==> src/rtl/rpn_pkg.sv <==
// rpn_pkg: command codes, status codes and result types shared by the
// RPN stack calculator modules. No dependencies.
package rpn_pkg;

	localparam int WORD_W = 32;

	typedef logic signed [WORD_W-1:0] word_t;

	// Command codes carried by the kind field
	typedef enum logic [2:0] {
		KIND_PUSH = 3'd0,
		KIND_ADD  = 3'd1,
		KIND_SUB  = 3'd2,
		KIND_MUL  = 3'd3,
		KIND_PEEK = 3'd4
	} kind_t;

	// Status codes reported with every result
	typedef enum logic [1:0] {
		ST_OK    = 2'd0,
		ST_EMPTY = 2'd1,
		ST_FEW   = 2'd2,
		ST_FULL  = 2'd3
	} status_t;

	// Result of one step, depth travels beside it (its width is parameterized)
	typedef struct packed {
		status_t status;
		word_t   top;
	} result_t;

endpackage

==> src/rtl/rpn_alu.sv <==
// rpn_alu: wrapping 32-bit add, subtract and multiply on the two top entries.
// Depends on rpn_pkg.
module rpn_alu (
	input  rpn_pkg::kind_t kind,
	input  rpn_pkg::word_t second,
	input  rpn_pkg::word_t top,
	output rpn_pkg::word_t res
);

	// Second minus top for subtract; low 32 bits of the product for multiply
	always_comb begin
		unique case (kind)
			rpn_pkg::KIND_ADD: res = second + top;
			rpn_pkg::KIND_SUB: res = second - top;
			rpn_pkg::KIND_MUL: res = second * top;
			default:           res = second + top;
		endcase
	end

endmodule

==> src/rtl/rpn_stack.sv <==
// rpn_stack: stack state. Top and second entries sit in registers, deeper
// entries in a memory with a registered read of the third entry.
// Depends on rpn_pkg and rpn_alu.
module rpn_stack #(
	parameter int STACK_DEPTH = 64,
	parameter int CW          = 7
) (
	input  logic                 clk,
	input  logic                 arst_n,
	input  logic                 accept,
	input  rpn_pkg::kind_t       kind,
	input  rpn_pkg::word_t       push_value,
	output rpn_pkg::result_t     res_next,
	output logic [CW-1:0]        depth_next
);

	localparam int MEM_DEPTH = (STACK_DEPTH > 2) ? STACK_DEPTH - 2 : 1;
	localparam int AW        = (MEM_DEPTH > 1) ? $clog2(MEM_DEPTH) : 1;

	logic [CW-1:0]           fill_q;
	rpn_pkg::word_t          top_q;
	rpn_pkg::word_t          second_q;
	rpn_pkg::word_t          mem [MEM_DEPTH];
	rpn_pkg::word_t          rd_q;
	rpn_pkg::word_t          byp_q;
	logic                    byp_sel_q;

	rpn_pkg::word_t          third;
	rpn_pkg::word_t          alu_res;
	rpn_pkg::word_t          ntop;
	rpn_pkg::word_t          nsec;
	logic [CW-1:0]           nfill;
	logic [CW-1:0]           rd_full;
	logic [CW-1:0]           wr_full;
	logic [AW-1:0]           raddr;
	logic [AW-1:0]           waddr;
	rpn_pkg::status_t        status;
	logic                    spill;
	logic                    we;

	rpn_alu u_alu (
		.kind   (kind),
		.second (second_q),
		.top    (top_q),
		.res    (alu_res)
	);

	// Third entry: memory read data, or the word written there last cycle
	assign third = byp_sel_q ? byp_q : rd_q;

	// Next state for one command
	always_comb begin
		nfill  = fill_q;
		ntop   = top_q;
		nsec   = second_q;
		status = rpn_pkg::ST_OK;
		spill  = 1'b0;
		unique case (kind)
			rpn_pkg::KIND_PUSH: begin
				if (fill_q >= CW'(STACK_DEPTH)) begin
					status = rpn_pkg::ST_FULL;
				end else begin
					nfill = fill_q + CW'(1);
					ntop  = push_value;
					nsec  = top_q;
					spill = (fill_q >= CW'(2));
				end
			end
			rpn_pkg::KIND_ADD, rpn_pkg::KIND_SUB, rpn_pkg::KIND_MUL: begin
				if (fill_q < CW'(2)) begin
					status = rpn_pkg::ST_FEW;
				end else begin
					nfill = fill_q - CW'(1);
					ntop  = alu_res;
					nsec  = third;
				end
			end
			rpn_pkg::KIND_PEEK: begin
				if (fill_q == '0) begin
					status = rpn_pkg::ST_EMPTY;
				end
			end
			default: begin
			end
		endcase
	end

	// Memory addresses: spill second into entry fill-2, prefetch entry fill-3
	assign we      = accept && spill;
	assign wr_full = fill_q - CW'(2);
	assign waddr   = wr_full[AW-1:0];
	assign rd_full = (accept ? nfill : fill_q) - CW'(3);
	assign raddr   = rd_full[AW-1:0];

	// Result as seen after this command
	assign res_next.status = status;
	assign res_next.top    = (nfill == '0) ? '0 : ntop;
	assign depth_next      = nfill;

	// Fill count and bypass select
	always_ff @(posedge clk or negedge arst_n) begin
		if (!arst_n) begin
			fill_q    <= '0;
			byp_sel_q <= 1'b0;
		end else begin
			if (accept) begin
				fill_q <= nfill;
			end
			byp_sel_q <= we && (waddr == raddr);
		end
	end

	// Cached top entries and bypass word
	always_ff @(posedge clk) begin
		if (accept) begin
			top_q    <= ntop;
			second_q <= nsec;
		end
		byp_q <= second_q;
	end

	// Deeper entries
	always_ff @(posedge clk) begin
		if (we) begin
			mem[waddr] <= second_q;
		end
		rd_q <= mem[raddr];
	end

endmodule

==> src/rtl/rpn_stack_calculator.sv <==
// rpn_stack_calculator: top level, handshake and result register.
// Depends on rpn_pkg and rpn_stack.
//
//   channel  | signals                                  | direction
//   ---------+------------------------------------------+----------
//   command  | in_valid, in_stall, kind, push_value     | in
//   result   | out_valid, out_stall, status, top_value, | out
//            | depth                                    |
//
// One item per cycle unless stalled; its result is valid in the next cycle.
// The third entry is prefetched from the stack memory every cycle, with a
// bypass for the word spilled in the cycle before, so operations never wait.
// Reset empties the stack at once; no clearing pass is needed.
// A stalled result holds the command channel in stall until it is taken.
module rpn_stack_calculator #(
	parameter int STACK_DEPTH = 64
) (
	input  logic                 clk,
	input  logic                 arst_n,
	input  logic                 in_valid,
	output logic                 in_stall,
	input  logic [2:0]           kind,
	input  logic signed [31:0]   push_value,
	output logic                 out_valid,
	input  logic                 out_stall,
	output logic [1:0]           status,
	output logic signed [31:0]   top_value,
	output logic [$clog2(STACK_DEPTH + 1)-1:0] depth
);

	localparam int CW = $clog2(STACK_DEPTH + 1);

	logic                  accept;
	logic                  out_valid_q;
	rpn_pkg::result_t      res_next;
	rpn_pkg::result_t      res_q;
	logic [CW-1:0]         depth_next;
	logic [CW-1:0]         depth_q;

	// Take a new item whenever the result slot is empty or being drained
	assign in_stall = out_valid_q && out_stall;
	assign accept   = in_valid && !in_stall;

	rpn_stack #(
		.STACK_DEPTH (STACK_DEPTH),
		.CW          (CW)
	) u_stack (
		.clk        (clk),
		.arst_n     (arst_n),
		.accept     (accept),
		.kind       (rpn_pkg::kind_t'(kind)),
		.push_value (push_value),
		.res_next   (res_next),
		.depth_next (depth_next)
	);

	// Result valid
	always_ff @(posedge clk or negedge arst_n) begin
		if (!arst_n) begin
			out_valid_q <= 1'b0;
		end else begin
			out_valid_q <= accept || (out_valid_q && out_stall);
		end
	end

	// Result payload
	always_ff @(posedge clk) begin
		if (accept) begin
			res_q   <= res_next;
			depth_q <= depth_next;
		end
	end

	assign out_valid = out_valid_q;
	assign status    = res_q.status;
	assign top_value = res_q.top;
	assign depth     = depth_q;

`ifndef SYNTHESIS
	// Depth never passes the configured size
	a_depth_max: assert property (@(posedge clk) disable iff (!arst_n)
		out_valid |-> (depth <= CW'(STACK_DEPTH)))
		else $error("depth above stack size");

	// Empty report means nothing on the stack and a zero top
	a_empty: assert property (@(posedge clk) disable iff (!arst_n)
		(out_valid && status == rpn_pkg::ST_EMPTY) |-> (depth == '0 && top_value == '0))
		else $error("empty status with entries");

	// Full report only when the stack is full
	a_full: assert property (@(posedge clk) disable iff (!arst_n)
		(out_valid && status == rpn_pkg::ST_FULL) |-> (depth == CW'(STACK_DEPTH)))
		else $error("full status below stack size");

	// An accepted push that succeeds shows the pushed value on top
	a_push_top: assert property (@(posedge clk) disable iff (!arst_n)
		(accept && kind == rpn_pkg::KIND_PUSH && depth_next != CW'(0)
			&& res_next.status == rpn_pkg::ST_OK)
		|=> (out_valid && top_value == $past(push_value)))
		else $error("pushed value not on top");
`endif

endmodule

==> config.mk <==
export PLATFORM = sky130hd
export DESIGN_NAME = rpn_stack_calculator
export DESIGN_NICKNAME = d
export VERILOG_FILES = /design/src/rtl/rpn_pkg.sv /design/src/rtl/rpn_alu.sv /design/src/rtl/rpn_stack.sv /design/src/rtl/rpn_stack_calculator.sv
export SDC_FILE = /design/constraint.sdc
export NUM_CORES = 2
export LEC_CHECK = 0
export BUFFER_PORTS_ARGS = -buffer_cell sky130_fd_sc_hd__buf_2
export CELL_PAD_IN_SITES_DETAIL_PLACEMENT = 0
export CELL_PAD_IN_SITES_GLOBAL_PLACEMENT = 2
export CORE_MARGIN = 1.5
export CORE_UTILIZATION = 30
export DETAILED_ROUTE_END_ITERATION = 10
export PLACE_DENSITY = 0.53
export SKIP_LAST_GASP = 1
export SYNTH_ARGS = -nofsm -noshare
export SYNTH_HDL_FRONTEND = slang
export SYNTH_SLANG_ARGS = --single-unit
==> constraint.sdc <==
create_clock -name clk -period 8.9 [get_ports clk]
set_input_delay 1.78 -clock clk [delete_from_list [all_inputs] [get_ports clk]]
set_output_delay 1.78 -clock clk [all_outputs]
set_load 0.01 [all_outputs]
======== After elaboration in Yosys (flattened, before gate mapping) ========
Memories as Yosys holds them, arrays and structs flattened. A register that Yosys moved wholly into a read port is not among the register bits.
Index checks and enable logic that the tools add are counted.
storage, ports and cells
  bits of input ports ..................... 39
  output and inout bits ................... 43
  memories ................................ 1
  bits in writable memories ............... 1984
  bits in registers ....................... 146
operators by class
  reduce and logical (&&, ||, !) cells .... 12
  magnitude comparators ................... 3
  multipliers ............................. 1
  $add $sub $neg .......................... 6
  mux-type cells .......................... 20
  equality and inequality tests ........... 7
memory list
  memory       words  width  read ports  clocked after Yosys merged registers in  wr ports  RTL line         text
  u_stack.mem  62     32     1           1                                        1         rpn_stack.sv:23  rpn_pkg::word_t mem [MEM_DEPTH];
operators with widths
  kind                                                                          number
  32-bit one-hot mux with 2 select lines                                        3
  32-bit two-way mux                                                            5
  32-bit adder                                                                  1
  32-bit by 32-bit multiplier with 32-bit output                                1
  32-bit subtractor                                                             1
  7-bit two-way mux                                                             3
  7-bit zero test                                                               2
  7-bit one-hot mux with 2 select lines                                         1
  6-bit by 2-bit subtractor with 6-bit output, second input constant            2
  7-bit by 1-bit adder with 7-bit output, second input constant                 1
  7-bit by 2-bit >= comparator with 1-bit output, second input constant         1
  7-bit >= comparator, second input constant                                    1
  7-bit by 2-bit less-than comparator with 1-bit output, second input constant  1
  7-bit by 1-bit subtractor with 7-bit output, second input constant            1
  3-bit by 2-bit equality test with 1-bit output, second input constant         2
  6-bit equality test                                                           1
  2-bit one-hot mux with 3 select lines                                         1
  1-bit two-way mux                                                             5
  1-bit logical AND                                                             4
  2-bit two-way mux                                                             2
  2-bit inequality test, second input constant                                  2
  4-bit AND reduction                                                           1
  3-bit by 1-bit equality test with 1-bit output, second input constant         1
  3-bit equality test, second input constant                                    1
  other kinds (5)                                                               5

======== Depth between registers and ports, before layout ========
  depth in word-level cells ............... 7
  depth in mapped cells ................... 27
  depth with buffers taken out ............ 25

======== Hierarchy ========
From an unflattened synthesis, not the netlist that was laid out.
unflattened totals
  cell total of the unflattened synthesis .. 6004
  area total of the unflattened synthesis .. 101340.9 um^2
modules (own cells, without submodules)
  module                cells an instance  instances  area each (um^2)  seq. area each (um^2)
  rpn_stack             3800               1          81341.8           62980.4
  rpn_alu               2159               1          18718.0           0.0
  rpn_stack_calculator  45                 1          1281.2            1256.2

======== Worst setup path before layout ========
OpenSTA, ideal clock, no wires.
  path kind ............................... flip-flop to flip-flop
  start point ............................. reg u_stack.second_q[12]
  end point ............................... reg u_stack.top_q[29] (data pin)
  data required time ...................... 8.628 ns
  buffers on the path ..................... 2
  period minus slack after synthesis ...... 7.942 ns
  cell stages (with the launch flop) ...... 25
  arrival time ............................ 7.670 ns
  slack ................................... 0.958 ns
  cells stage by stage .................... edfxtp_1 clkbuf_1 clkbuf_1 and2_1 fa_1 fa_1 fa_1 inv_1 fa_1 inv_1 fa_1 inv_1 fa_1 inv_1 fa_1 fa_1 ha_1 a21oi_1 nand3_1 o32ai_1 o31ai_1 a21o_1 nand2_1 a21oi_1 or4_1
on the way
  cells in the longest elaborated chain, start to end .. 4
  elaborated cells between the ends (all ways) .. 6
  classes of those cells .................. add/sub (2); mul (1); mux (3)
ends and longest elaborated chain
  item                                                                    RTL line          text
  start: declaration                                                      rpn_stack.sv:22   rpn_pkg::word_t second_q;
  start signal: assignment                                                rpn_stack.sv:117  second_q <= nsec;
  32-bit by 32-bit multiplier with 32-bit output (tied with other cells)  rpn_alu.sv:15     rpn_pkg::KIND_MUL: res = second * top;
  32-bit one-hot mux with 2 select lines *                                rpn_alu.sv:12     unique case (kind)
  32-bit two-way mux *                                                    rpn_stack.sv:70   if (fill_q < CW'(2)) begin
  32-bit one-hot mux with 2 select lines *                                rpn_stack.sv:58   unique case (kind)
  named net u_stack.ntop[29]                                              rpn_stack.sv:30   rpn_pkg::word_t ntop;
  end signal: assignment                                                  rpn_stack.sv:116  top_q <= ntop;
  end: declaration                                                        rpn_stack.sv:21   rpn_pkg::word_t top_q;
The timed path passes the listed nets; every way through them passes the cells marked *.
A chain may end at the register's enable or synchronous reset.

======== Worst setup path after layout ========
  start point ............................. reg u_stack.top_q[4]
  end point ............................... reg u_stack.top_q[29] (data pin)
on the way
  cells in the longest elaborated chain, start to end .. 4
  elaborated cells between the ends (all ways) .. 6
  classes of those cells .................. add/sub (2); mul (1); mux (3)
ends and longest elaborated chain
  item                                                                    RTL line
  32-bit by 32-bit multiplier with 32-bit output (tied with other cells)  rpn_alu.sv:15
  32-bit one-hot mux with 2 select lines *                                rpn_alu.sv:12
  32-bit two-way mux *                                                    rpn_stack.sv:70
  32-bit one-hot mux with 2 select lines *                                rpn_stack.sv:58
  named net u_stack.ntop[29]                                              rpn_stack.sv:30
Marked as above.

==> flow_summary_export.csv <==
group,metric,value,unit
timing,slew-limit-headroom,11.3,%
cts,clock-root-buffer,"clkbuf_16",
outcome,outcome,"finished clean",
worst_setup_path,critPathMaxStageDelay,0.89,ns
worst_setup_path,crit_chain,"buf_4, and2_1, fa_1, fa_1, inv_1, fa_1, fa_1, inv_1, fa_1, fa_1, fa_1, fa_1, ha_1, a21oi_1, nand3_1, o32ai_1, o31ai_1, a21o_1, nand2_1, a21oi_1, or4_1",
synth,synth-compound-area-share,2.13,%
worst_setup_path,critical_path_arrival,8.95,ns
worst_setup_path,cp_slowest_cell,"edfxtp_1",
synth,synth_nets,6404,
synth,ys_ff_latch,2162,
worst_setup_path,criticalPathCategory,"flip-flop to flip-flop",
detailed_routing,via_per_inst,4.91,
die,die_x,585,um
synth,synth_mux_area_share,14.8,%
synth,synth-edff-count,2089,
detailed_routing,wire_per_inst,30.6,um
final_layout,fin_nets,6710,
global_routing,grt_pass1_wl,462000,um
timing,rsz0062_at_grt,"no",
final_layout,drive_gt1_share,22.4,%
hold_path,hp-class,"flip-flop to flip-flop",
global_routing,grt_max_degree,87,
worst_setup_path,cp-start-kind,"flip-flop",
cts,tritoncts,"yes",
synth,syn_inst,5763,
placed_design,gp_congestion,0.806,
worst_setup_path,cp_max_fo,14,
synth,synth.area.top_cells,"edfxtp_1 62%, mux4_2 13%, fa_1 8.1%",
die,coreArea,337000,um^2
run,max_cap_viol_count,0,
final_layout,fill_cells,31823,
cts,numClockSinks,2162,
placed_design,post-dp-hpwl,213000,um
detailed_routing,drc,0,
die,die_h,585,um
synth,ys_types,81,
worst_setup_path,end_kind,"flip-flop",
synth,synth_top_family_by_area,"multiplexers",
timing,setup_viol,0,
detailed_routing,dr.pass1.iters,7,
synth,seq_area_frac_synth,63.3,%
synth,yosys_warnings,0,
synth,syn_area_per_cell,17.6,um^2
global_routing,grt_pass1_vias,56681,
worst_setup_path,worstPathRequired,9.55,ns
synth,synth_ff_type,"edfxtp_1",
die,num_rows,213,
global_routing,antenna_found_initial,35,
die,pin_count,82,
timing,hold_viol_final,0,
detailed_routing,drtIter0Drc,4667,
synth,synth_top_area_share,61.8,%
cts,ctsResizeCount,0,
die,fp.dieArea,342000,um^2
cts,clockBufferDepth,4,
cts,cts.clk_slew.worst_paths,0.06,ns
synth,ys_async_sr_fraction,0.416,%
synth,synth-simple-area-share,5.06,%
die,initial_core_util,30.1,%
synth,yosysTopAreaCell,"edfxtp_1",
cts,clock_latency,0.97,ns
cts,postCtsHoldBufs,0,
timing,finalCritPeriodShare,93.3,%
cts,cts_made_buffers,242,
synth,syn_area,101000,um^2
detailed_routing,wirelength,330000,um
timing,worst_pin_slew,1.33,ns
final_layout,areaGrowthSynthToFinish,15.3,%
timing,finalWorstPathRequiredPeriod,8.30,ns
cts,htreeDepth,4,
cts,post_cts_buffers,0,
synth,synth_xor_xnor_area_share,1.35,%
global_routing,grtUsageTotal,19.3,%
placed_design,io_buffer_count,81,
global_routing,grt-ovfl-total,0,
timing,finalSetupTns,0,ns
timing,drv_slew,0,
synth,synth_fa_ha_area_share,10.5,%
timing,finClkSkew,0.0807,ns
detailed_routing,via_count,52981,
timing,timing.fmax,0.120,GHz
worst_setup_path,rrSetupSlack,0.60,ns
detailed_routing,postRouteAntennaNets,0,
worst_setup_path,path_common_cell,"fa_1",
==> routing by layer <==
metal,global-route usage [%],routed length [um],up-vias
li1,-,-,22403
met1,28.0,151000,29020
met2,31.5,156000,1219
met3,2.25,16200,337
met4,3.59,6060,2
met5,0,12,-
==> worst paths after layout <==
check,startpoint,end,depth (start not counted)
max in group asynchronous,arst_n,u_stack.byp_sel_q,1
min reg2reg,u_stack.rd_q[16],u_stack.second_q[16],2
max reg2reg,u_stack.top_q[4],u_stack.top_q[29],21
min,u_stack.rd_q[16],u_stack.second_q[16],2
min in group asynchronous,arst_n,u_stack.fill_q[1],1
max,u_stack.top_q[4],u_stack.top_q[29],21
==> cell usage in the layout, fill, tap and decap left out, drive strengths merged, types with 13 or more instances in the layout <==
cell type  instances
nand2            384
a21o              19
clkinv           101
inv              446
fa               409
mux2i            131
mux4             608
nand3             27
o31ai             17
edfxtp          2089
dfxtp             64
bufinv            18
diode             18
xor2              51
clkbuf           310
and2             379
xnor2            101
a31oi             17
o21a              13
nor2             132
o21ai             93
ha               193
a21oi             79
a211oi            16
nor3              32
buf              365
==> sequential cells by signal, summed over array words and instances (netlist names) <==
name               flops
u_stack.rd_q          32
status                 2
out_valid              1
depth                  7
u_stack.mem         1984
u_stack.fill_q         7
u_stack.byp_q         32
top_value             32
u_stack.byp_sel_q      1
u_stack.top_q         32
u_stack.second_q      32
==> layout make-up <==
type                       count  area, um^2  share of cell area [%]
inverter                     443        1660                    1.42
clock inverter               128        1230                    1.05
antenna                       18        45.0                  0.0385
timing repair buffer         365        2890                    2.47
tap                         4515        5650                    4.83
multi-input combinational   2855       34800                    29.8
clock buffer                 310        6440                    5.51
sequential                  2162       64200                    54.9
==> Yosys cell counts, types with 31 or more instances <==
| cell type | n |
|---|---|
| edfxtp_1 | 2089 |
| mux4_2 | 608 |
| inv_1 | 442 |
| fa_1 | 409 |
| nand2_1 | 384 |
| and2_1 | 377 |
| clkbuf_1 | 213 |
| ha_1 | 193 |
| mux2i_1 | 131 |
| nor2_1 | 131 |
| xnor2_1 | 100 |
| o21ai_0 | 93 |
| a21oi_1 | 79 |
| dfxtp_1 | 64 |
| buf_2 | 61 |
| xor2_1 | 51 |
| nor3_1 | 31 |
==> cells by family after synthesis <==
group / Yosys count
AOI/OAI and AO/OA: 333
adders and majority gates: 602
xor gates and xnor gates: 153
buffers and inverters: 746
and+or+nand+nor: 1028
muxes: 739
DFF: 2162
==> critical path: cells and delay by family, from the launching register on <==
| kind | cells | cell delay, ns |
|---|---|---|
| AO/OA/AOI/OAI | 5 | 1.52 |
| adder cells (fa/ha/maj) | 9 | 4.26 |
| buffers and inverters | 3 | 0.44 |
| flip-flops | 1 | 0.89 |
| AND/OR/NAND/NOR | 4 | 0.86 |
==> through the flow <==
stage | util (%) | instance area, um^2 | setup slack (ns) | hold WS (ns) | cells
2_1_floorplan | - | 101000 | 0.958 | 0.558 | 5763
3_3_place_gp | 32.5 | 109000 | 0.591 | 0.586 | 10339
3_5_place_dp | 32.5 | 109000 | 0.593 | 0.586 | 10340
4_1_cts | 34.7 | 117000 | 0.629 | 0.590 | 10778
5_1_grt | 34.7 | 117000 | 0.372 | 0.630 | 10782
6_report | 34.8 | 117000 | 0.600 | 0.585 | 10796
Power is not shown: default switching activity piles up to over one toggle a cycle in this logic, so the estimate is an artifact.
